===== src/dps_pkg.sv =====
// Delimiter page splitter: shared widths, register indexes, status codes and types.
// No dependencies; every other file of the block imports this package.
`default_nettype none
package dps_pkg;

  localparam int DELIM_MAX_DEFAULT = 8;   // longest delimiter supported by default
  localparam int DELIM_BYTES       = 8;   // bytes held by the delimiter register
  localparam int DATA_W            = 8;
  localparam int LEN_W             = 4;
  localparam int DPP_W             = 16;
  localparam int LIMIT_W           = 31;
  localparam int CNT_W             = 32;
  localparam int STATUS_W          = 2;
  localparam int CFG_IDX_W         = 3;
  localparam int CFG_DATA_W        = 64;
  localparam int KB_SHIFT          = 10;
  localparam int QUEUE_DEPTH       = 2;

  // configuration register indexes
  localparam logic [CFG_IDX_W-1:0] REG_DELIM_BYTES  = 3'd0;
  localparam logic [CFG_IDX_W-1:0] REG_DELIM_LENGTH = 3'd1;
  localparam logic [CFG_IDX_W-1:0] REG_DELIMS_PAGE  = 3'd2;
  localparam logic [CFG_IDX_W-1:0] REG_SIZE_LIMIT   = 3'd3;
  localparam logic [CFG_IDX_W-1:0] REG_LIMIT_PAGES  = 3'd4;
  localparam logic [CFG_IDX_W-1:0] REG_ABORT_LIMIT  = 3'd5;

  // stop state / reported status
  localparam logic [STATUS_W-1:0] ST_RUN   = 2'd0;
  localparam logic [STATUS_W-1:0] ST_TRUNC = 2'd1;
  localparam logic [STATUS_W-1:0] ST_ABORT = 2'd2;

  // input item kinds
  localparam logic KIND_DATA = 1'b0;
  localparam logic KIND_END  = 1'b1;

  localparam logic [CNT_W-1:0] CNT_MAX        = 32'hffff_ffff;
  localparam logic [CNT_W-1:0] PAGE_UNLIMITED = 32'h7fff_ffff;

  localparam logic [CFG_DATA_W-1:0] DELIM_BYTES_RST = 64'd12;
  localparam logic [LEN_W-1:0]      DELIM_LEN_RST   = 4'd1;
  localparam logic [DPP_W-1:0]      DELIMS_PAGE_RST = 16'd1;

  typedef struct packed {
    logic [CFG_DATA_W-1:0] delimiter_bytes;
    logic [LEN_W-1:0]      delimiter_length;
    logic [DPP_W-1:0]      delims_per_page;
    logic [LIMIT_W-1:0]    size_limit;
    logic                  limit_in_pages;
    logic                  abort_on_limit;
  } dps_cfg_t;

  // classified item as it travels from front end to back end
  typedef struct packed {
    logic                   is_end;
    logic [DATA_W-1:0]      data;
    logic [DELIM_BYTES-1:0] eq;     // data equals delimiter byte i
  } dps_item_t;

endpackage
`default_nettype wire


===== src/dps_if.sv =====
// Delimiter page splitter: valid/ready channel interfaces for input and result items.
// Depends on dps_pkg for field widths.
`default_nettype none
interface dps_in_if;
  import dps_pkg::*;
  logic              valid;
  logic              ready;
  logic              kind;
  logic [DATA_W-1:0] data_in;

  modport source (output valid, kind, data_in, input ready);
  modport sink   (input valid, kind, data_in, output ready);
endinterface

interface dps_out_if;
  import dps_pkg::*;
  logic                valid;
  logic                ready;
  logic [DATA_W-1:0]   data_out;
  logic                write_byte;
  logic                page_end;
  logic [CNT_W-1:0]    byte_offset;
  logic [CNT_W-1:0]    page_count;
  logic [DPP_W-1:0]    last_page_records;
  logic [STATUS_W-1:0] status;
  logic                done_res;

  modport source (output valid, data_out, write_byte, page_end, byte_offset, page_count,
                  last_page_records, status, done_res, input ready);
  modport sink   (input valid, data_out, write_byte, page_end, byte_offset, page_count,
                  last_page_records, status, done_res, output ready);
endinterface
`default_nettype wire


===== src/delimiter_page_splitter_top.sv =====
// Delimiter page splitter top level: configuration registers and the front end,
// queue and back end. Depends on dps_pkg, dps_if, dps_front, dps_queue, dps_back.
//
// One byte or end-of-stream transaction is taken per clock while the result channel does
// not stall, and one result comes back for each, in order. The rate of one item per cycle
// is set by the back end, which updates the delimiter matcher (all fallback lengths tested
// in parallel) and the byte, page and limit counters together for each item. An accepted
// item is written into the two-entry queue, and the back end then loads its result into
// the result register.
// The queue lets input keep flowing while a result waits to be taken. No clearing
// pass follows reset. Write configuration only while no transaction is in flight.
`default_nettype none
module delimiter_page_splitter_top #(
  parameter int MAX_DELIM_LEN = dps_pkg::DELIM_MAX_DEFAULT
) (
  input  logic                             clk,
  input  logic                             rst_n,
  dps_in_if.sink                           in_ch,
  dps_out_if.source                        out_ch,
  input  logic                             cfg_we,
  input  logic [dps_pkg::CFG_IDX_W-1:0]    cfg_index,
  input  logic [dps_pkg::CFG_DATA_W-1:0]   cfg_wdata
);
  import dps_pkg::*;

  dps_cfg_t  cfg_r;
  logic      push_valid, push_ready;
  dps_item_t push_item;
  logic      pop_valid, pop_ready;
  dps_item_t pop_item;

  always_ff @(posedge clk) begin
    if (!rst_n) begin
      cfg_r.delimiter_bytes  <= DELIM_BYTES_RST;
      cfg_r.delimiter_length <= DELIM_LEN_RST;
      cfg_r.delims_per_page  <= DELIMS_PAGE_RST;
      cfg_r.size_limit       <= '0;
      cfg_r.limit_in_pages   <= 1'b0;
      cfg_r.abort_on_limit   <= 1'b0;
    end else if (cfg_we) begin
      case (cfg_index)
        REG_DELIM_BYTES:  cfg_r.delimiter_bytes  <= cfg_wdata;
        REG_DELIM_LENGTH: cfg_r.delimiter_length <= cfg_wdata[LEN_W-1:0];
        REG_DELIMS_PAGE:  cfg_r.delims_per_page  <= cfg_wdata[DPP_W-1:0];
        REG_SIZE_LIMIT:   cfg_r.size_limit       <= cfg_wdata[LIMIT_W-1:0];
        REG_LIMIT_PAGES:  cfg_r.limit_in_pages   <= cfg_wdata[0];
        REG_ABORT_LIMIT:  cfg_r.abort_on_limit   <= cfg_wdata[0];
        default: begin
        end
      endcase
    end
  end

  dps_front u_front (
    .in_ch      (in_ch),
    .cfg        (cfg_r),
    .push_valid (push_valid),
    .push_ready (push_ready),
    .push_item  (push_item)
  );

  dps_queue u_queue (
    .clk        (clk),
    .rst_n      (rst_n),
    .push_valid (push_valid),
    .push_ready (push_ready),
    .push_item  (push_item),
    .pop_valid  (pop_valid),
    .pop_ready  (pop_ready),
    .pop_item   (pop_item)
  );

  dps_back #(
    .MAX_DELIM_LEN (MAX_DELIM_LEN)
  ) u_back (
    .clk        (clk),
    .rst_n      (rst_n),
    .cfg        (cfg_r),
    .item_valid (pop_valid),
    .item_ready (pop_ready),
    .item       (pop_item),
    .out_ch     (out_ch)
  );

endmodule
`default_nettype wire


===== src/dps_front.sv =====
// Delimiter page splitter front end: accepts input transactions and classifies them.
// Depends on dps_pkg and dps_in_if; feeds dps_queue.
`default_nettype none
module dps_front (
  dps_in_if.sink              in_ch,
  input  dps_pkg::dps_cfg_t   cfg,
  output logic                push_valid,
  input  logic                push_ready,
  output dps_pkg::dps_item_t  push_item
);
  import dps_pkg::*;

  assign in_ch.ready = push_ready;
  assign push_valid  = in_ch.valid;

  // compare the byte against every delimiter position up front
  always_comb begin
    push_item.is_end = (in_ch.kind == KIND_END);
    push_item.data   = in_ch.data_in;
    for (int i = 0; i < DELIM_BYTES; i++) begin
      push_item.eq[i] = (in_ch.data_in == cfg.delimiter_bytes[DATA_W*i +: DATA_W]);
    end
  end

endmodule
`default_nettype wire


===== src/dps_queue.sv =====
// Delimiter page splitter: short queue of classified items between front and back end.
// Depends on dps_pkg.
`default_nettype none
module dps_queue (
  input  logic                clk,
  input  logic                rst_n,
  input  logic                push_valid,
  output logic                push_ready,
  input  dps_pkg::dps_item_t  push_item,
  output logic                pop_valid,
  input  logic                pop_ready,
  output dps_pkg::dps_item_t  pop_item
);
  import dps_pkg::*;

  localparam int PTR_W = (QUEUE_DEPTH > 1) ? $clog2(QUEUE_DEPTH) : 1;
  localparam int CNT_QW = $clog2(QUEUE_DEPTH + 1);
  localparam logic [CNT_QW-1:0] FULL = CNT_QW'(QUEUE_DEPTH);
  localparam logic [PTR_W-1:0]  LAST = PTR_W'(QUEUE_DEPTH - 1);

  dps_item_t          mem_r [QUEUE_DEPTH];
  logic [PTR_W-1:0]   wr_ptr_r, wr_ptr_nxt;
  logic [PTR_W-1:0]   rd_ptr_r, rd_ptr_nxt;
  logic [CNT_QW-1:0]  count_r, count_nxt;
  logic               push, pop;

  assign push_ready = (count_r != FULL);
  assign pop_valid  = (count_r != '0);
  assign pop_item   = mem_r[rd_ptr_r];
  assign push       = push_valid && push_ready;
  assign pop        = pop_valid && pop_ready;

  always_comb begin
    wr_ptr_nxt = wr_ptr_r;
    rd_ptr_nxt = rd_ptr_r;
    count_nxt  = count_r;
    if (push) begin
      wr_ptr_nxt = (wr_ptr_r == LAST) ? '0 : wr_ptr_r + 1'b1;
    end
    if (pop) begin
      rd_ptr_nxt = (rd_ptr_r == LAST) ? '0 : rd_ptr_r + 1'b1;
    end
    if (push && !pop) begin
      count_nxt = count_r + 1'b1;
    end else if (pop && !push) begin
      count_nxt = count_r - 1'b1;
    end
  end

  always_ff @(posedge clk) begin
    if (!rst_n) begin
      wr_ptr_r <= '0;
      rd_ptr_r <= '0;
      count_r  <= '0;
    end else begin
      wr_ptr_r <= wr_ptr_nxt;
      rd_ptr_r <= rd_ptr_nxt;
      count_r  <= count_nxt;
    end
  end

  always_ff @(posedge clk) begin
    if (push) begin
      mem_r[wr_ptr_r] <= push_item;
    end
  end

endmodule
`default_nettype wire


===== src/dps_back.sv =====
// Delimiter page splitter back end: delimiter matcher, page and limit counters,
// and the result register. Depends on dps_pkg and dps_out_if; fed by dps_queue.
`default_nettype none
module dps_back #(
  parameter int MAX_DELIM_LEN = dps_pkg::DELIM_MAX_DEFAULT
) (
  input  logic                clk,
  input  logic                rst_n,
  input  dps_pkg::dps_cfg_t   cfg,
  input  logic                item_valid,
  output logic                item_ready,
  input  dps_pkg::dps_item_t  item,
  dps_out_if.source           out_ch
);
  import dps_pkg::*;

  // fallback reads at most MAX_DELIM_LEN - 2 of the bytes before the current one
  localparam int HIST_BYTES = (MAX_DELIM_LEN > 2) ? MAX_DELIM_LEN - 2 : 1;
  localparam int HIST_W     = DATA_W * HIST_BYTES;
  localparam logic [LEN_W-1:0] LEN_MAX = LEN_W'(MAX_DELIM_LEN);

  // matcher and counter state
  logic [LEN_W-1:0]    match_r, match_nxt;
  logic [HIST_W-1:0]   hist_r, hist_nxt;
  logic [DPP_W-1:0]    rec_r, rec_nxt;
  logic [CNT_W-1:0]    bop_r, bop_nxt;
  logic [CNT_W-1:0]    total_r, total_nxt;
  logic [CNT_W-1:0]    pages_r, pages_nxt;
  logic [STATUS_W-1:0] stop_r, stop_nxt;

  // result register
  logic                out_valid_r;
  logic [DATA_W-1:0]   dout_r, dout_nxt;
  logic                wr_r, wr_nxt;
  logic                pend_r, pend_nxt;
  logic [CNT_W-1:0]    offset_r, offset_nxt;
  logic [CNT_W-1:0]    pcount_r, pcount_nxt;
  logic [DPP_W-1:0]    lastrec_r, lastrec_nxt;
  logic [STATUS_W-1:0] status_r, status_nxt;
  logic                done_r, done_nxt;

  logic                fire;
  logic [LEN_W-1:0]    len_eff, m_cur, m_inc, fb_len;
  logic [CNT_W:0]      next_total;
  logic [CNT_W+KB_SHIFT-1:0] klim;
  logic [CNT_W-1:0]    plim, pages_inc;
  logic [DPP_W-1:0]    rec_inc;
  logic                over, hit, pref_ok;
  logic [STATUS_W-1:0] stop_code;

  assign item_ready = !out_valid_r || out_ch.ready;
  assign fire       = item_valid && item_ready;

  // effective delimiter length, clamped to 1..MAX_DELIM_LEN
  always_comb begin
    len_eff = cfg.delimiter_length;
    if (len_eff == '0) begin
      len_eff = LEN_W'(1);
    end
    if (len_eff > LEN_MAX) begin
      len_eff = LEN_MAX;
    end
  end

  // longest shorter prefix that ends on the current byte; all candidates in parallel
  always_comb begin
    fb_len = '0;
    for (int r = 0; r < MAX_DELIM_LEN - 1; r++) begin
      pref_ok = item.eq[r] && (LEN_W'(r) < m_cur);
      for (int j = 0; j < r; j++) begin
        if (cfg.delimiter_bytes[DATA_W*j +: DATA_W] != hist_r[DATA_W*(r-1-j) +: DATA_W]) begin
          pref_ok = 1'b0;
        end
      end
      if (pref_ok) begin
        fb_len = LEN_W'(r + 1);
      end
    end
  end

  always_comb begin
    // stale match left by a register change acts as length - 1
    m_cur      = (match_r >= len_eff) ? len_eff - 1'b1 : match_r;
    hit        = item.eq[m_cur[2:0]];
    m_inc      = m_cur + 1'b1;
    next_total = {1'b0, total_r} + 1'b1;
    klim       = (CNT_W+KB_SHIFT)'(CNT_MAX);
    plim       = PAGE_UNLIMITED;
    if (cfg.size_limit != '0) begin
      if (cfg.limit_in_pages) begin
        plim = {1'b0, cfg.size_limit};
      end else begin
        klim = {1'b0, cfg.size_limit, {KB_SHIFT{1'b0}}};
      end
    end
    over      = next_total[CNT_W] || ((CNT_W+KB_SHIFT)'(next_total) > klim);
    pages_inc = (pages_r == CNT_MAX) ? pages_r : pages_r + 1'b1;
    rec_inc   = rec_r + 1'b1;
    stop_code = cfg.abort_on_limit ? ST_ABORT : ST_TRUNC;

    match_nxt = match_r;
    hist_nxt  = hist_r;
    rec_nxt   = rec_r;
    bop_nxt   = bop_r;
    total_nxt = total_r;
    pages_nxt = pages_r;
    stop_nxt  = stop_r;

    dout_nxt    = '0;
    wr_nxt      = 1'b0;
    pend_nxt    = 1'b0;
    lastrec_nxt = '0;
    done_nxt    = 1'b0;

    if (item.is_end) begin
      done_nxt = 1'b1;
      if (stop_r != ST_ABORT && bop_r != '0) begin
        pages_nxt = pages_inc;
        if (cfg.delims_per_page > rec_r) begin
          lastrec_nxt = cfg.delims_per_page - rec_r;
        end
      end
    end else begin
      dout_nxt = item.data;
      if (stop_r == ST_RUN) begin
        if (over) begin
          stop_nxt = stop_code;
        end else begin
          total_nxt = next_total[CNT_W-1:0];
          bop_nxt   = (bop_r == CNT_MAX) ? bop_r : bop_r + 1'b1;
          wr_nxt    = 1'b1;
          hist_nxt  = (hist_r << DATA_W) | HIST_W'(item.data);
          if (hit) begin
            match_nxt = m_inc;
            if (m_inc >= len_eff) begin
              match_nxt = '0;
              rec_nxt   = rec_inc;
              if (rec_inc >= cfg.delims_per_page) begin
                pend_nxt  = 1'b1;
                bop_nxt   = '0;
                rec_nxt   = '0;
                pages_nxt = pages_inc;
                if (pages_inc > plim) begin
                  stop_nxt = stop_code;
                  wr_nxt   = 1'b0;
                end
              end
            end
          end else begin
            match_nxt = fb_len;
          end
        end
      end
    end

    offset_nxt = total_nxt;
    pcount_nxt = pages_nxt;
    status_nxt = stop_nxt;

    // end of stream: back to the reset state for the next one
    if (item.is_end) begin
      match_nxt = '0;
      hist_nxt  = '0;
      rec_nxt   = '0;
      bop_nxt   = '0;
      total_nxt = '0;
      pages_nxt = '0;
      stop_nxt  = ST_RUN;
    end
  end

  always_ff @(posedge clk) begin
    if (!rst_n) begin
      match_r     <= '0;
      hist_r      <= '0;
      rec_r       <= '0;
      bop_r       <= '0;
      total_r     <= '0;
      pages_r     <= '0;
      stop_r      <= ST_RUN;
      out_valid_r <= 1'b0;
    end else begin
      if (fire) begin
        match_r <= match_nxt;
        hist_r  <= hist_nxt;
        rec_r   <= rec_nxt;
        bop_r   <= bop_nxt;
        total_r <= total_nxt;
        pages_r <= pages_nxt;
        stop_r  <= stop_nxt;
      end
      if (fire) begin
        out_valid_r <= 1'b1;
      end else if (out_ch.ready) begin
        out_valid_r <= 1'b0;
      end
    end
  end

  always_ff @(posedge clk) begin
    if (fire) begin
      dout_r    <= dout_nxt;
      wr_r      <= wr_nxt;
      pend_r    <= pend_nxt;
      offset_r  <= offset_nxt;
      pcount_r  <= pcount_nxt;
      lastrec_r <= lastrec_nxt;
      status_r  <= status_nxt;
      done_r    <= done_nxt;
    end
  end

  assign out_ch.valid             = out_valid_r;
  assign out_ch.data_out          = dout_r;
  assign out_ch.write_byte        = wr_r;
  assign out_ch.page_end          = pend_r;
  assign out_ch.byte_offset       = offset_r;
  assign out_ch.page_count        = pcount_r;
  assign out_ch.last_page_records = lastrec_r;
  assign out_ch.status            = status_r;
  assign out_ch.done_res          = done_r;

endmodule
`default_nettype wire


===== src/flat_wrapper.sv =====
// flat-port wrapper written by rule: the top's interface ports become plain ports
module delimiter_page_splitter_top_flat import dps_pkg::*;
#(
  parameter int MAX_DELIM_LEN = dps_pkg::DELIM_MAX_DEFAULT
)
  (clk, rst_n, cfg_we, cfg_index, cfg_wdata, in_ch_valid, in_ch_kind, in_ch_data_in, in_ch_ready, out_ch_valid, out_ch_data_out, out_ch_write_byte, out_ch_page_end, out_ch_byte_offset, out_ch_page_count, out_ch_last_page_records, out_ch_status, out_ch_done_res, out_ch_ready);
  dps_in_if in_ch_i ();
  dps_out_if out_ch_i ();
  input  logic clk;
  input  logic rst_n;
  input  logic cfg_we;
  input  logic [dps_pkg::CFG_IDX_W-1:0] cfg_index;
  input  logic [dps_pkg::CFG_DATA_W-1:0] cfg_wdata;
  input wire logic [$bits(in_ch_i.valid)-1:0] in_ch_valid;
  input wire logic [$bits(in_ch_i.kind)-1:0] in_ch_kind;
  input wire logic [$bits(in_ch_i.data_in)-1:0] in_ch_data_in;
  output wire logic [$bits(in_ch_i.ready)-1:0] in_ch_ready;
  output wire logic [$bits(out_ch_i.valid)-1:0] out_ch_valid;
  output wire logic [$bits(out_ch_i.data_out)-1:0] out_ch_data_out;
  output wire logic [$bits(out_ch_i.write_byte)-1:0] out_ch_write_byte;
  output wire logic [$bits(out_ch_i.page_end)-1:0] out_ch_page_end;
  output wire logic [$bits(out_ch_i.byte_offset)-1:0] out_ch_byte_offset;
  output wire logic [$bits(out_ch_i.page_count)-1:0] out_ch_page_count;
  output wire logic [$bits(out_ch_i.last_page_records)-1:0] out_ch_last_page_records;
  output wire logic [$bits(out_ch_i.status)-1:0] out_ch_status;
  output wire logic [$bits(out_ch_i.done_res)-1:0] out_ch_done_res;
  input wire logic [$bits(out_ch_i.ready)-1:0] out_ch_ready;
  assign in_ch_i.valid = in_ch_valid;
  assign in_ch_i.kind = in_ch_kind;
  assign in_ch_i.data_in = in_ch_data_in;
  assign in_ch_ready = in_ch_i.ready;
  assign out_ch_valid = out_ch_i.valid;
  assign out_ch_data_out = out_ch_i.data_out;
  assign out_ch_write_byte = out_ch_i.write_byte;
  assign out_ch_page_end = out_ch_i.page_end;
  assign out_ch_byte_offset = out_ch_i.byte_offset;
  assign out_ch_page_count = out_ch_i.page_count;
  assign out_ch_last_page_records = out_ch_i.last_page_records;
  assign out_ch_status = out_ch_i.status;
  assign out_ch_done_res = out_ch_i.done_res;
  assign out_ch_i.ready = out_ch_ready;
  delimiter_page_splitter_top #(.MAX_DELIM_LEN(MAX_DELIM_LEN)) u_core (.clk(clk), .rst_n(rst_n), .in_ch(in_ch_i), .out_ch(out_ch_i), .cfg_we(cfg_we), .cfg_index(cfg_index), .cfg_wdata(cfg_wdata));
endmodule

===== config.mk =====
export PLATFORM = sky130hd
export DESIGN_NAME = delimiter_page_splitter_top_flat
export DESIGN_NICKNAME = d
export VERILOG_FILES = /design/src/dps_pkg.sv /design/src/dps_if.sv /design/src/delimiter_page_splitter_top.sv /design/src/dps_front.sv /design/src/dps_queue.sv /design/src/dps_back.sv /design/src/flat_wrapper.sv
export SDC_FILE = /design/constraint.sdc
export NUM_CORES = 1
export LEC_CHECK = 0
export BUFFER_PORTS_ARGS = -buffer_cell sky130_fd_sc_hd__buf_2
export CAP_MARGIN = 25
export CELL_PAD_IN_SITES_DETAIL_PLACEMENT = 1
export CELL_PAD_IN_SITES_GLOBAL_PLACEMENT = 1
export CORE_MARGIN = 8
export CORE_UTILIZATION = 48
export CTS_CLUSTER_DIAMETER = 80
export DETAILED_ROUTE_END_ITERATION = 10
export GPL_TIMING_DRIVEN = 0
export PLACE_DENSITY_LB_ADDON = 0.1
export SLEW_MARGIN = 10
export SYNTH_ARGS = -nofsm -noshare
export SYNTH_HDL_FRONTEND = slang
export SYNTH_HIERARCHICAL = 1
export SYNTH_SLANG_ARGS = --single-unit

===== constraint.sdc =====
create_clock -name clk -period 6.6 [get_ports clk]
set_input_delay 0 -clock clk [delete_from_list [all_inputs] [get_ports clk]]
set_output_delay 0 -clock clk [all_outputs]
set_load 0.01 [all_outputs]

* Yosys cells after proc, flatten, opt, wreduce, memory -nomap -nowiden
Memories as Yosys holds them, arrays and structs flattened. A register that Yosys moved wholly into a read port is not among the register bits. Cells that the tools add are included. W data, S select, Z words.
Storage, ports and cells: register bits 381, bits of input ports 81, bits in read-only memories 0, latch bits 0, bits in writable memories 34, memories kept 1
Operators by class: multipliers 0, div/mod/pow operators 0, reduce and logical (&&, ||, !) cells 39, shifts and indexed selects 0, bitwise logic cells 4, $lt $le $gt $ge 15, equality and inequality tests 39, $add $sub $neg 11, mux-type cells 96
Memory list:
- u_core.u_queue.mem_r | words 2, bits a word 17, read ports 1, clocked after Yosys merged registers in 1, wr ports 1, line dps_queue.sv:21 | dps_item_t mem_r [QUEUE_DEPTH];
Operators by type and width (count):
- $mux W32 | 20
- $ne A8 B8 Y1 | 21
- $mux W48 | 3
- $mux W16 | 6
- $mux W41 | 2
- $add A32 B1 Y32 const B | 2
- $eq A32 B32 Y1 const B | 2
- $eq A8 B8 Y1 | 8
- $mux W31 | 2
- $mux W4 | 14
- $or A48 B8 Y48 | 1
- $gt A33 B42 Y1 | 1
- $mux W1 | 37
- $add A32 B1 Y33 const B | 1
- $gt A32 B32 Y1 | 1
- $reduce_bool A32 Y1 | 1
- $reduce_bool A31 Y1 | 1
- $mux W2 | 11
- $add A16 B1 Y16 const B | 1
- $ge A16 B16 Y1 | 1
- $gt A16 B16 Y1 | 1
- $sub A16 B16 Y16 | 1
- $logic_and A1 B1 Y1 | 12
- $lt A3 B4 Y1 const A | 3
- other kinds (28) | 51

* Longest topological paths before layout
Gate-level depths: netlist of run 1.
depth in word-level cells 19, gate-level depth with buffers 20

* Cells and area by module
Netlist of run 1, hierarchy kept.
Modules (own cells, without submodules):
- dps_back | area an instance 18731.7 µm², cells each 2228, sequential area each 6135.9 µm², times used 1
- delimiter_page_splitter_top | area an instance 4560.6 µm², cells each 457, sequential area each 2342.2 µm², times used 1
- dps_queue | area an instance 1467.7 µm², cells each 77, sequential area each 1121.1 µm², times used 1
- dps_front | area an instance 859.6 µm², cells each 107, sequential area each 0.0 µm², times used 1

* Worst setup path after synthesis of run 1
No wires, ideal clock.
path type register to register, start register u_core.u_back.total_r[0], end register u_core.u_back.rec_r[11], setup time 101 ps, data required time 6499 ps, path buffers 1, arrival time 4596 ps, stages on the path, launching flop included 18, setup slack 1903 ps, cell sequence dfxtp_1 > ha_1 > nand3_1 > nor3_2 > nand4_1 > nor3_1 > nand2_1 > xnor2_1 > ha_1 > nand4_1 > nor3_1 > nand4_1 > a2111o_1 > o311ai_2 > nand2_2 > or3_1 > buf_2 > o41ai_1
Between the ends: cells in the longest elaborated chain, start to end 5
RTL lines:
- start, declared | line dps_back.sv:27 | logic [CNT_W-1:0] total_r, total_nxt;
- start signal, assigned | line dps_back.sv:188 | total_r <= total_nxt;
- $add A32 B1 Y33 * | line dps_back.sv:86 | next_total = {1'b0, total_r} + 1'b1;
- $gt A33 B42 Y1 | line dps_back.sv:96 | over = next_total[CNT_W] || ((CNT_W+KB_SHIFT)'(next_total) > klim);
- $logic_or A1 B1 Y1 * | line dps_back.sv:96
- $ne A2 B1 Y1 (no line) *
- $reduce_and A5 Y1 (no line) *
- end signal, assigned | line dps_back.sv:186 | rec_r <= rec_nxt;
- end, declared | line dps_back.sv:25 | logic [DPP_W-1:0] rec_r, rec_nxt;
Every way passes the cells marked *; elsewhere a longest branch is shown, timed or not. A chain may end at the register's enable or synchronous reset.

* Final worst setup path of run 1
start register u_core.u_back.total_r[0], end register u_core.u_back.rec_r[8]
Same word-level chain as after synthesis.

==> results of run 1 <==
[layer usage]
layer  part of all wire [%]  global-route usage [%]  vias up
met5                  0.015                       0        -
met4                    4.8                    14.7        2
met3                    7.2                    6.07      252
met2                     46                    52.1      890
met1                     42                    40.7    11805
li1                       -                       -    10758
[flip-flops by register name, indices dropped and copies added, names as in the netlist, 4 cells and up, named ones only]
register and count:
u_core/cfg_r 117, u_core/u_back/hist_r 48, u_core/u_queue/mem_r 34, u_core/u_back/bop_r 32, u_core/u_back/out_ch.byte_offset 32, u_core/u_back/out_ch.page_count 32
u_core/u_back/pages_r 32, u_core/u_back/total_r 32, u_core/u_back/out_ch.last_page_records 16, u_core/u_back/rec_r 16, u_core/u_back/out_ch.data_out 8, u_core/u_back/match_r 4
[logic make-up (layout without fill, tap and decap cells)]
logic type / count (synthesis) / after routing / share of synthesized area (%)
compound gates: 407 / 407 / 11.3
xor+xnor: 386 / 386 / 13.2
fa+ha+maj: 113 / 113 / 5.55
buf+inv: 316 / 661 / 5.72
flops: 416 / 416 / 37.5
mux: 142 / 142 / 5.74
other cells: 0 / 1 / 0
simple gates: 1089 / 1089 / 21.1
[placed cells by master, fill, tap and decap left out, types with 15 or more instances in the layout]
cell	instances
a21o_1	19
a21oi_1	79
a22oi_1	56
and2_1	15
and3_1	46
and4_1	17
buf_2	187
buf_4	19
clkbuf_1	175
clkbuf_16	50
dfxtp_1	289
dlygate4sd3_1	86
edfxtp_1	127
ha_1	112
inv_1	89
mux2_2	18
mux2i_1	121
nand2_1	318
nand2b_1	15
nand3_1	104
nand4_1	103
nor2_1	240
nor2b_1	33
nor3_1	68
nor4_1	44
o21ai_0	67
or3_1	21
xnor2_1	285
xor2_1	101
[critical path, delay by kind of cell, from the launching register on]
| kind | cells | cell delay (ns) |
|---|---|---|
| buf+inv | 1 | 0.46 |
| xor+xnor | 1 | 0.21 |
| fa+ha+maj | 2 | 0.56 |
| compound gates | 7 | 2.22 |
| flops | 1 | 0.51 |
| simple gates | 6 | 2.19 |
[cell type report]
class / count / area (um^2) / area share, %
Tap cell: 688 / 861 / 2.89
Clock inverter: 14 / 119 / 0.399
Timing Repair Buffer: 257 / 1760 / 5.91
Inverter: 95 / 357 / 1.20
Antenna cell: 1 / 2.50 / 0.00840
Sequential cell: 416 / 9600 / 32.2
Clock buffer: 74 / 1390 / 4.67
Buffer: 221 / 1110 / 3.74
Multi-Input combinational cell: 2137 / 14600 / 49.0
[power by group]
| group | total, uW | internal [uW] | switching (uW) | leakage (uW) |
|---|---|---|---|---|
| Clock | 2620 | 1490 | 1120 | 0.000739 |
| Sequential | 3170 | 3040 | 132 | 0.00358 |
| Combinational | 3850 | 1140 | 2710 | 0.00753 |
[repair_timing]
action / in CTS / in global routing
setup buffers: 0 / 0
hold buffers: 86 / 0
endpoints found under the hold margin: 158 / 0
gates resized for setup: 1 / 5
cloned: 0 / 0
setup endpoints to repair: 32 / 60
[how the worst max path moves through the flow]
stage | startpoint | endpoint | slack [ns] | depth (start not counted)
after CTS | u_core/u_back/total_r[0] | u_core/u_back/rec_r[8] | 0.04 | 17
after detailed placement | u_core/u_back/total_r[0] | u_core/u_back/hist_r[43] | -0.08 | 18
final | u_core/u_back/total_r[0] | u_core/u_back/rec_r[8] | 0.28 | 17
after global routing | u_core/u_back/total_r[0] | u_core/u_back/rec_r[7] | 0.03 | 17
after floorplan | u_core/u_back/total_r[0] | u_core/u_back/rec_r[11] | 1.90 | 17
after global placement | u_core/u_back/total_r[0] | u_core/u_back/total_r[5] | -0.26 | 17
[stage by stage]
step	std cells	setup TNS [ns]	power (uW)	worst slack, ns	hold WS [ns]
final	3903	0	9640	0.278	0.145
after global routing	3903	0	10000	0.0279	0.135
after CTS	3900	0	9560	0.0442	0.109
after detailed placement	3726	-0.720	6900	-0.0750	0.189
after global placement	3722	-3.13	6780	-0.264	0.186
after floorplan	2869	0	5450	1.90	0.122
==> out/qor.csv, run 1 <==
metric;value;unit
I/O Pins;176;
initial antenna violation count;4;
Fin. Hold Viols;0;
r2r startpoint;u_core/u_back/total_r[0];
Worst Hold Path EP;u_core/u_queue/mem_r[0][16];
reg-to-reg slack, setup;0.28;ns
drt drc;0;
Setup-failing EPs final;0;
max cap viols;0;
Post-DP Area;0.0274;mm^2
syn_nets;3063;
Slew headroom;24.7;%
Final Util;56.6;%
Cells on Worst Hold Path;2;
synthesized area;0.0256;mm^2
Worst Max-Slew Pin Slew;1.13;ns
WL final;100000;um
DIE AREA;0.0610;mm^2
VDD IR max;210;uV
largest net degree at the start of global routing;55;
Worst Min Path Start;in_ch_kind;
placeable core area;0.0527;mm^2
sequential share of the synthesized area;37.5;%
top-count cell post-synth;nand2_1;
FF-to-FF End;u_core/u_back/rec_r[8];
vias per inst;6.07;
Final Cycle Share;95.8;%
Pre-antenna DRT Iters;5;
Detail Placement HPWL;73100;um
Reg2Reg Depth;17;
gr usage total;32.0;%
Initial Util;48.7;%
first-pass GRT wire length;151000;um
Crit. End Element;register;
status;complete, no violations;
async set-reset flop share out of synthesis;0;%
Reg clk slew, reported paths;0.06;ns
# H-tree levels;2;
synthesis-to-finish area growth;16.3;%
fill count;6211;
power per cell area;324;mW/mm^2
CP Class;reg2reg;
Syn Inst Count;2869;
Startpoint Class;register;
fin area;0.0298;mm^2
clk_lat worst skew;0.61;ns
Slew Limit Fails;0;
Worst Path Arrival;6.77;ns
vias in the first global route;25139;
Die Height;247;um
clk sinks;416;
Clock Tree Buf Depth;3;
WL per Instance;25.6;um
Final Critical Period;6.32;ns
layout cells sized above 1;11.2;%
peak per-stage delay on the critical path;0.57;ns
Req. time, crit path;7.05;ns
top-area cell type share of the netlist area;22.6;%
Detail Route Antenna Nets;0;
die width;247;um
total vias in the final route;23707;
total gr overflow;0;
IO Port Bufs;165;
CP max stage cell;o311ai_0;
Achievable Freq;0.158;GHz
Hold Crit Class;in2reg;
Avg Cell Area, Syn;8.93;um^2
Warnings, synthesis;6;
post-synth cell types;98;
Post-synth EDFFs;127;
Rows;84;
TritonCTS clock tree;done;
global placement routability congestion;0.964;
DRT iter0 DRCs;1894;
Leakage;0.0118;uW
synth cell count leaders;nand2_1, dfxtp_1, xnor2_1, nor2_1, clkbuf_1;
Crit Path Max Fanout;10;
TritonCTS Buffers;47;
unrepaired setup endpoints after global routing;no;
crit path cell chain;ha_1, nand3_1, nor3_4, nand4_1, nor3_4, nand3_1, xnor2_1, ha_1, a21o_1, a21oi_1, o211ai_1, a41o_1, o311ai_4, nand2_2, clkbuf_1, o311ai_0, o41ai_1;
post-layout net count;3369;
cell taking the most area after synthesis;dfxtp_1;
Yosys reg bits;416;
Most used DFF post-synth;dfxtp_1;
clk root buf;clkbuf_16;
Synth area leaders;dfxtp_1, edfxtp_1, xnor2_1;
worst clock skew;0.0301;ns
No activity file was read; power rests on OpenSTA's default activity.
==> inputs of run 2 (changes only) <==
Settings changed: ABC_AREA from default to 1, CORE_UTILIZATION 48 to 45.
==> run 2 against run 1 <==
  * Synthesized cell count is 42% higher
  * Worst setup slack better by 0.80 ns
  * Total power is 44% higher
  * Non-clock buffer count is 23 lower
  * Highest routed layer is now met4
==> out/qor.csv, run 2 <==
metric;value;unit;change
placeable core area;0.0613;mm^2;+16%
clk sinks;416;;unchanged
max cap viols;0;;unchanged
WL final;111000;um;+11%
sequential share of the synthesized area;34.7;%;-2.7 points
Detail Placement HPWL;82100;um;+12%
r2r startpoint;u_core/cfg_r[11];;
Synth area leaders;dfxtp_1, nand2_1, edfxtp_1;;
Reg2Reg Depth;23;;+6
Warnings, synthesis;6;;unchanged
clk_lat worst skew;0.61;ns;about the same
synth cell count leaders;nand2_1, nor2_1, inv_1, nand3_1, dfxtp_1;;
minimum hold slack;0.0507;ns;-0.0938 ns
Worst Min Path Start;in_ch_valid;;
Worst Path Arrival;6.05;ns;-0.72 ns
Worst Max-Slew Pin Slew;1.08;ns;-0.0457 ns
Most used DFF post-synth;dfxtp_1;;
fill count;8117;;+31%
first-pass GRT wire length;170000;um;+12%
Slew Limit Fails;0;;unchanged
Crit. End Element;register;;
Startpoint Class;register;;
global placement routability congestion;0.964;;about the same
Setup WS pre-CTS;1.36;ns;+1.43 ns
Die Height;264;um;+6.8%
final setup margin;1.08;ns;+0.798 ns
synthesis-to-finish area growth;15.9;%;
top-count cell post-synth;nand2_1;;
cell taking the most area after synthesis;dfxtp_1;;
Slew headroom;27.7;%;+3.0 points
Setup-failing EPs final;0;;unchanged
# H-tree levels;2;;unchanged
syn_nets;4281;;+40%
Hold Crit Class;in2reg;;
Post-synth EDFFs;127;;unchanged
TritonCTS Buffers;49;;+4.3%
IO Port Bufs;165;;unchanged
Top reg by flops;u_core/cfg_r;;
layout cells sized above 1;10.3;%;-0.87 points
Pre-antenna DRT Iters;8;;+3
Largest register FFs;117;;unchanged
synthesized area;0.0276;mm^2;+7.8%
TritonCTS clock tree;done;;
Final Cycle Share;83.7;%;-12 points
initial antenna violation count;1;;-3
Achievable Freq;0.181;GHz;+14%
die width;264;um;+6.8%
VDD IR max;320;uV;+53%
Reg clk slew, reported paths;0.06;ns;about the same
Req. time, crit path;7.12;ns;+0.07 ns
Cells on Worst Hold Path;5;;+3
gr usage total;30.7;%;-1.3 points
post-layout net count;4589;;+36%
largest net degree at the start of global routing;61;;+11%
Syn Inst Count;4087;;+42%
DRT iter0 DRCs;2024;;+6.9%
total vias in the final route;28836;;+22%
Rows;91;;+8.3%
total gr overflow;0;;unchanged
status;complete, no violations;;
DIE AREA;0.0696;mm^2;+14%
Setup TNS;0;ns;unchanged
unrepaired setup endpoints after global routing;no;;
WL per Instance;21.2;um;-17%
cts repair resizes;0;;-1
vias per inst;5.52;;-9.2%
Layout Cells excl Fill;5227;;+34%
Hold-fix buffers, CTS;86;;unchanged
Clock Tree Buf Depth;3;;unchanged
Fin. Hold Viols;0;;unchanged
power per cell area;432;mW/mm^2;+33%
biggest regs;u_core/cfg_r x117, u_core/u_back/hist_r x48, u_core/u_queue/mem_r x34;;
Leakage;0.0144;uW;+21%
most common cell after layout, fill and taps aside;nand2_1;;
drt drc;0;;unchanged
I/O Pins;176;;unchanged
most frequent cells in the layout;nand2_1, nor2_1, inv_1;;
vias in the first global route;29233;;+16%
post-synth cell types;60;;-39%
CP Class;reg2reg;;
CP startpoint;u_core/cfg_r[11];;
top-area cell type share of the netlist area;20.9;%;-1.6 points
Final Critical Period;5.52;ns;-0.798 ns
worst clock skew;0.0268;ns;-0.00334 ns
setup repair bufs after CTS;0;;unchanged
Yosys reg bits;416;;unchanged
Initial Util;45.1;%;-3.6 points
Detail Route Antenna Nets;0;;unchanged
clk root buf;clkbuf_16;;
Final Util;52.3;%;-4.3 points
async set-reset flop share out of synthesis;0;%;unchanged
DP Cell Count;5046;;+35%
Crit Path Max Fanout;10;;unchanged
Avg Cell Area, Syn;6.76;um^2;-24%
## run 2: logic make-up after synthesis
logic type / share of synthesized area, %
AOI/OAI and AO/OA: 9.88
DFF: 34.7
xor gates and xnor gates: 5.00
adders and majority gates: 5.14
buffers and inverters: 10.2
muxes: 0.829
and+or+nand+nor: 34.3
## run 2: final timing paths
kind                                            endpoint  slack, ns
worst max-delay path            u_core/u_back/hist_r[29]       1.08
worst min-delay path             u_core/u_queue/wr_ptr_r       0.05
worst max register to register  u_core/u_back/hist_r[29]       1.08
worst min register to register   u_core/u_back/rec_r[15]       0.47
## run 2: metal layers
layer / share of wire, % / global-route usage (%) / wire (um)
met5: 0 / 0 / 0
met4: 3.6 / 11.2 / 3970
met3: 6.2 / 4.78 / 6920
met2: 47 / 51.7 / 51700
met1: 44 / 39.6 / 48200
## run 2: final cells by class
cell class	instances	area (um^2)	area share [%]
Sequential cell	416	9600	30.0
Clock inverter	24	220	0.688
Multi-Input combinational cell	3004	15200	47.5
Tap cell	790	988	3.09
Inverter	469	1780	5.56
Buffer	198	1030	3.22
Antenna cell	1	2.50	0.00781
Timing Repair Buffer	257	1780	5.55
Clock buffer	68	1400	4.38
## run 2: per-stage QoR
step / cell area [um^2] / power (uW)
finish: 32000 / 13800
CTS: 32000 / 13800
global placement: 29400 / 10700
detailed placement: 29500 / 10900
global route: 32000 / 14600
floorplan: 27600 / 8270
## run 2: report_power, final
part           switching (uW)  total [uW]  internal, uW
combinational            5140        7220          2080
clock                    1180        2780          1610
sequential                396        3820          3430
## run 2: critical path, cell delays in order, from the launching register on
cell and delay (ns):
dfxtp_1 0.38, or4_1 0.55, nor4_1 0.23, nand3_1 0.12, inv_1 0.10, nor2_1 0.21
inv_1 0.20, clkbuf_1 0.41, nor2_1 0.10, ha_1 0.34, nand2_1 0.08, nor4_1 0.46
nand2_1 0.09, nor2_1 0.19, nand3_1 0.09, nand2_1 0.11, nand2_4 0.12, nor2_4 0.34
inv_2 0.14, nor2_2 0.38, buf_4 0.30, buf_4 0.20, nand2_1 0.07, a21oi_1 0.21
==> inputs of run 3 (changes only) <==
Clock period 6.6 ns to 5.5 ns, I/O delays scaled along.
==> run 3 against run 2 <==
  * Cell count unchanged
  * Critical path depth unchanged
  * Global-route usage unchanged
  * Sequential share of layout area about the same
  * Worst setup slack got worse by 0.74 ns
  * Sequential power increased by 20%
  * Clock skew about the same
  * Sequential cell count unchanged
  * Largest cell class unchanged
==> out/qor.csv, run 3 (same netlist as run 2, synthesis figures left out) <==
metric;value;unit;change
Startpoint Class;register;;
Req. time, crit path;6.02;ns;-1.10 ns
global placement routability congestion;0.964;;unchanged
Leakage;0.0144;uW;about the same
Cells on Worst Hold Path;4;;-1
crit path cell chain;or4_1, nor4_1, nand3_1, inv_1, nor2_2, inv_1, clkbuf_2, nor2_1, ha_1, nand2_1, nor4_1, nand2_1, nor2_1, nand3_1, nand2_1, nand2_4, nor2_4, inv_2, nor2_2, buf_4, buf_4, nand2_1, a21oi_1;;
die width;264;um;unchanged
TritonCTS clock tree;done;;
GR peak layer;met2;;
Post-DP Area;0.0295;mm^2;unchanged
Achievable Freq;0.193;GHz;+6.9%
Tot Pwr;16600;uW;+20%
DIE AREA;0.0696;mm^2;unchanged
WL final;111000;um;about the same
fin area;0.0320;mm^2;about the same
Rows;91;;unchanged
Initial Util;45.1;%;unchanged
gr usage total;30.7;%;unchanged
worst clock skew;0.0267;ns;-0.000127 ns
layout cells sized above 1;10.4;%;+0.068 points
Worst Path Buf+Inv;6;;unchanged
synthesis-to-finish area growth;15.9;%;about the same
M2 GR Usage;51.7;%;unchanged
CP max stage cell;or4_1;;
minimum hold slack;0.0511;ns;+0.000436 ns
Reg clk slew, reported paths;0.06;ns;about the same
initial antenna violation count;1;;unchanged
VDD IR max;380;uV;+19%
Setup TNS;0;ns;unchanged
Final Critical Period;5.17;ns;-0.355 ns
Top reg by flops;u_core/cfg_r;;
Detail Placement HPWL;82100;um;unchanged
met3 Track Usage GR;4.78;%;unchanged
Die Height;264;um;unchanged
Setup-failing EPs final;0;;unchanged
post-layout net count;4589;;unchanged
unrepaired setup endpoints after global routing;no;;
met1 Usage GRT;39.6;%;unchanged
vias per inst;5.52;;about the same
Final Cycle Share;94.0;%;+10 points
Reg2Reg Depth;23;;unchanged
fill count;8115;;-0.025%
total vias in the final route;28864;;+0.097%
Slew headroom;26.1;%;-1.6 points
CP delay by family, top;simple AND/OR/NAND/NOR gates;;
Crit Path Max Fanout;10;;unchanged
most common cell after layout, fill and taps aside;nand2_1;;
Pre-antenna DRT Iters;5;;-3
clk root buf;clkbuf_16;;
Worst Max-Slew Pin Slew;1.11;ns;+0.0237 ns
clk sinks;416;;unchanged
first-pass GRT wire length;170000;um;unchanged
drt drc;0;;unchanged
TritonCTS Buffers;49;;unchanged
vias in the first global route;29233;;unchanged
IO Port Bufs;165;;unchanged
Fin. Hold Viols;0;;unchanged
Worst Path Arrival;5.69;ns;-0.36 ns
I/O Pins;176;;unchanged
most frequent cells in the layout;nand2_1, nor2_1, inv_1;;
max cap viols;0;;unchanged
largest net degree at the start of global routing;61;;unchanged
Detail Route Antenna Nets;0;;unchanged
Seq. cell area;0.00960;mm^2;unchanged
biggest regs;u_core/cfg_r x117, u_core/u_back/hist_r x48, u_core/u_queue/mem_r x34;;
Hold Crit Class;in2reg;;
# H-tree levels;2;;unchanged
total gr overflow;0;;unchanged
placeable core area;0.0613;mm^2;unchanged
peak per-stage delay on the critical path;0.55;ns;about the same
Crit. End Element;register;;
clk_lat worst skew;0.61;ns;about the same
DRT iter0 DRCs;1966;;-2.9%
Slew Limit Fails;0;;unchanged
WL per Instance;21.2;um;about the same
critical path depth;23;;unchanged
cell mode on critical path;nand2_1;;
CP Class;reg2reg;;
Clock Tree Buf Depth;3;;unchanged
status;complete, no violations;;
power per cell area;518;mW/mm^2;+20%
Largest register FFs;117;;unchanged
setup repair bufs after CTS;0;;unchanged
multi-input combinational cell area;0.0152;mm^2;about the same
[run 3: worst min-delay path, stage by stage]
cell     delay, ns
buf_4         0.08
nand2_1       0.18
o21ai_0       0.27
nor2_1        0.06
[run 3: per-stage QoR]
stage / instances / util (%) / setup slack, ns
floorplan: 4087 / - / 1.30
global placement: 5042 / 48.1 / -0.753
detailed placement: 5046 / 48.2 / 0.259
CTS: 5224 / 52.2 / 0.184
global route: 5227 / 52.3 / 0.0100
finish: 5227 / 52.3 / 0.331
[run 3: power by group]
part | internal [uW] | switching [uW]
registers | 4110 | 477
clock network | 1930 | 1410
logic | 2500 | 6160
[run 3: path summary, 6_finish.rpt]
kind | start | end | slack, ns
hold reg to reg | u_core/u_back/rec_r[15] | u_core/u_back/rec_r[15] | 0.47
hold / removal | in_ch_valid | u_core/u_queue/wr_ptr_r | 0.05
setup reg to reg | u_core/cfg_r[11] | u_core/u_back/hist_r[29] | 0.33
setup / recovery | u_core/cfg_r[11] | u_core/u_back/hist_r[29] | 0.33
[run 3: layout make-up]
class / instances / area share, %
clock inverter: 24 / 0.687
antenna: 1 / 0.00781
timing repair buffer: 257 / 5.55
sequential: 416 / 30.0
multi-input combinational: 3004 / 47.5
buffer: 198 / 3.22
tap: 790 / 3.09
clock buffer: 68 / 4.37
inverter: 469 / 5.56
[run 3: what timing repair did]
action / in CTS / in global routing
gates resized for setup: 0 / 5
hold buffers: 86 / 0
hold endpoints to repair: 162 / 0
endpoints found under the setup margin: 0 / 70
[run 3: per-layer routing]
layer	vias to the layer above	share of wire, %
met3	219	6.0
met1	13898	44
met5	-	0
met4	0	3.6
li1	13824	-
met2	923	47
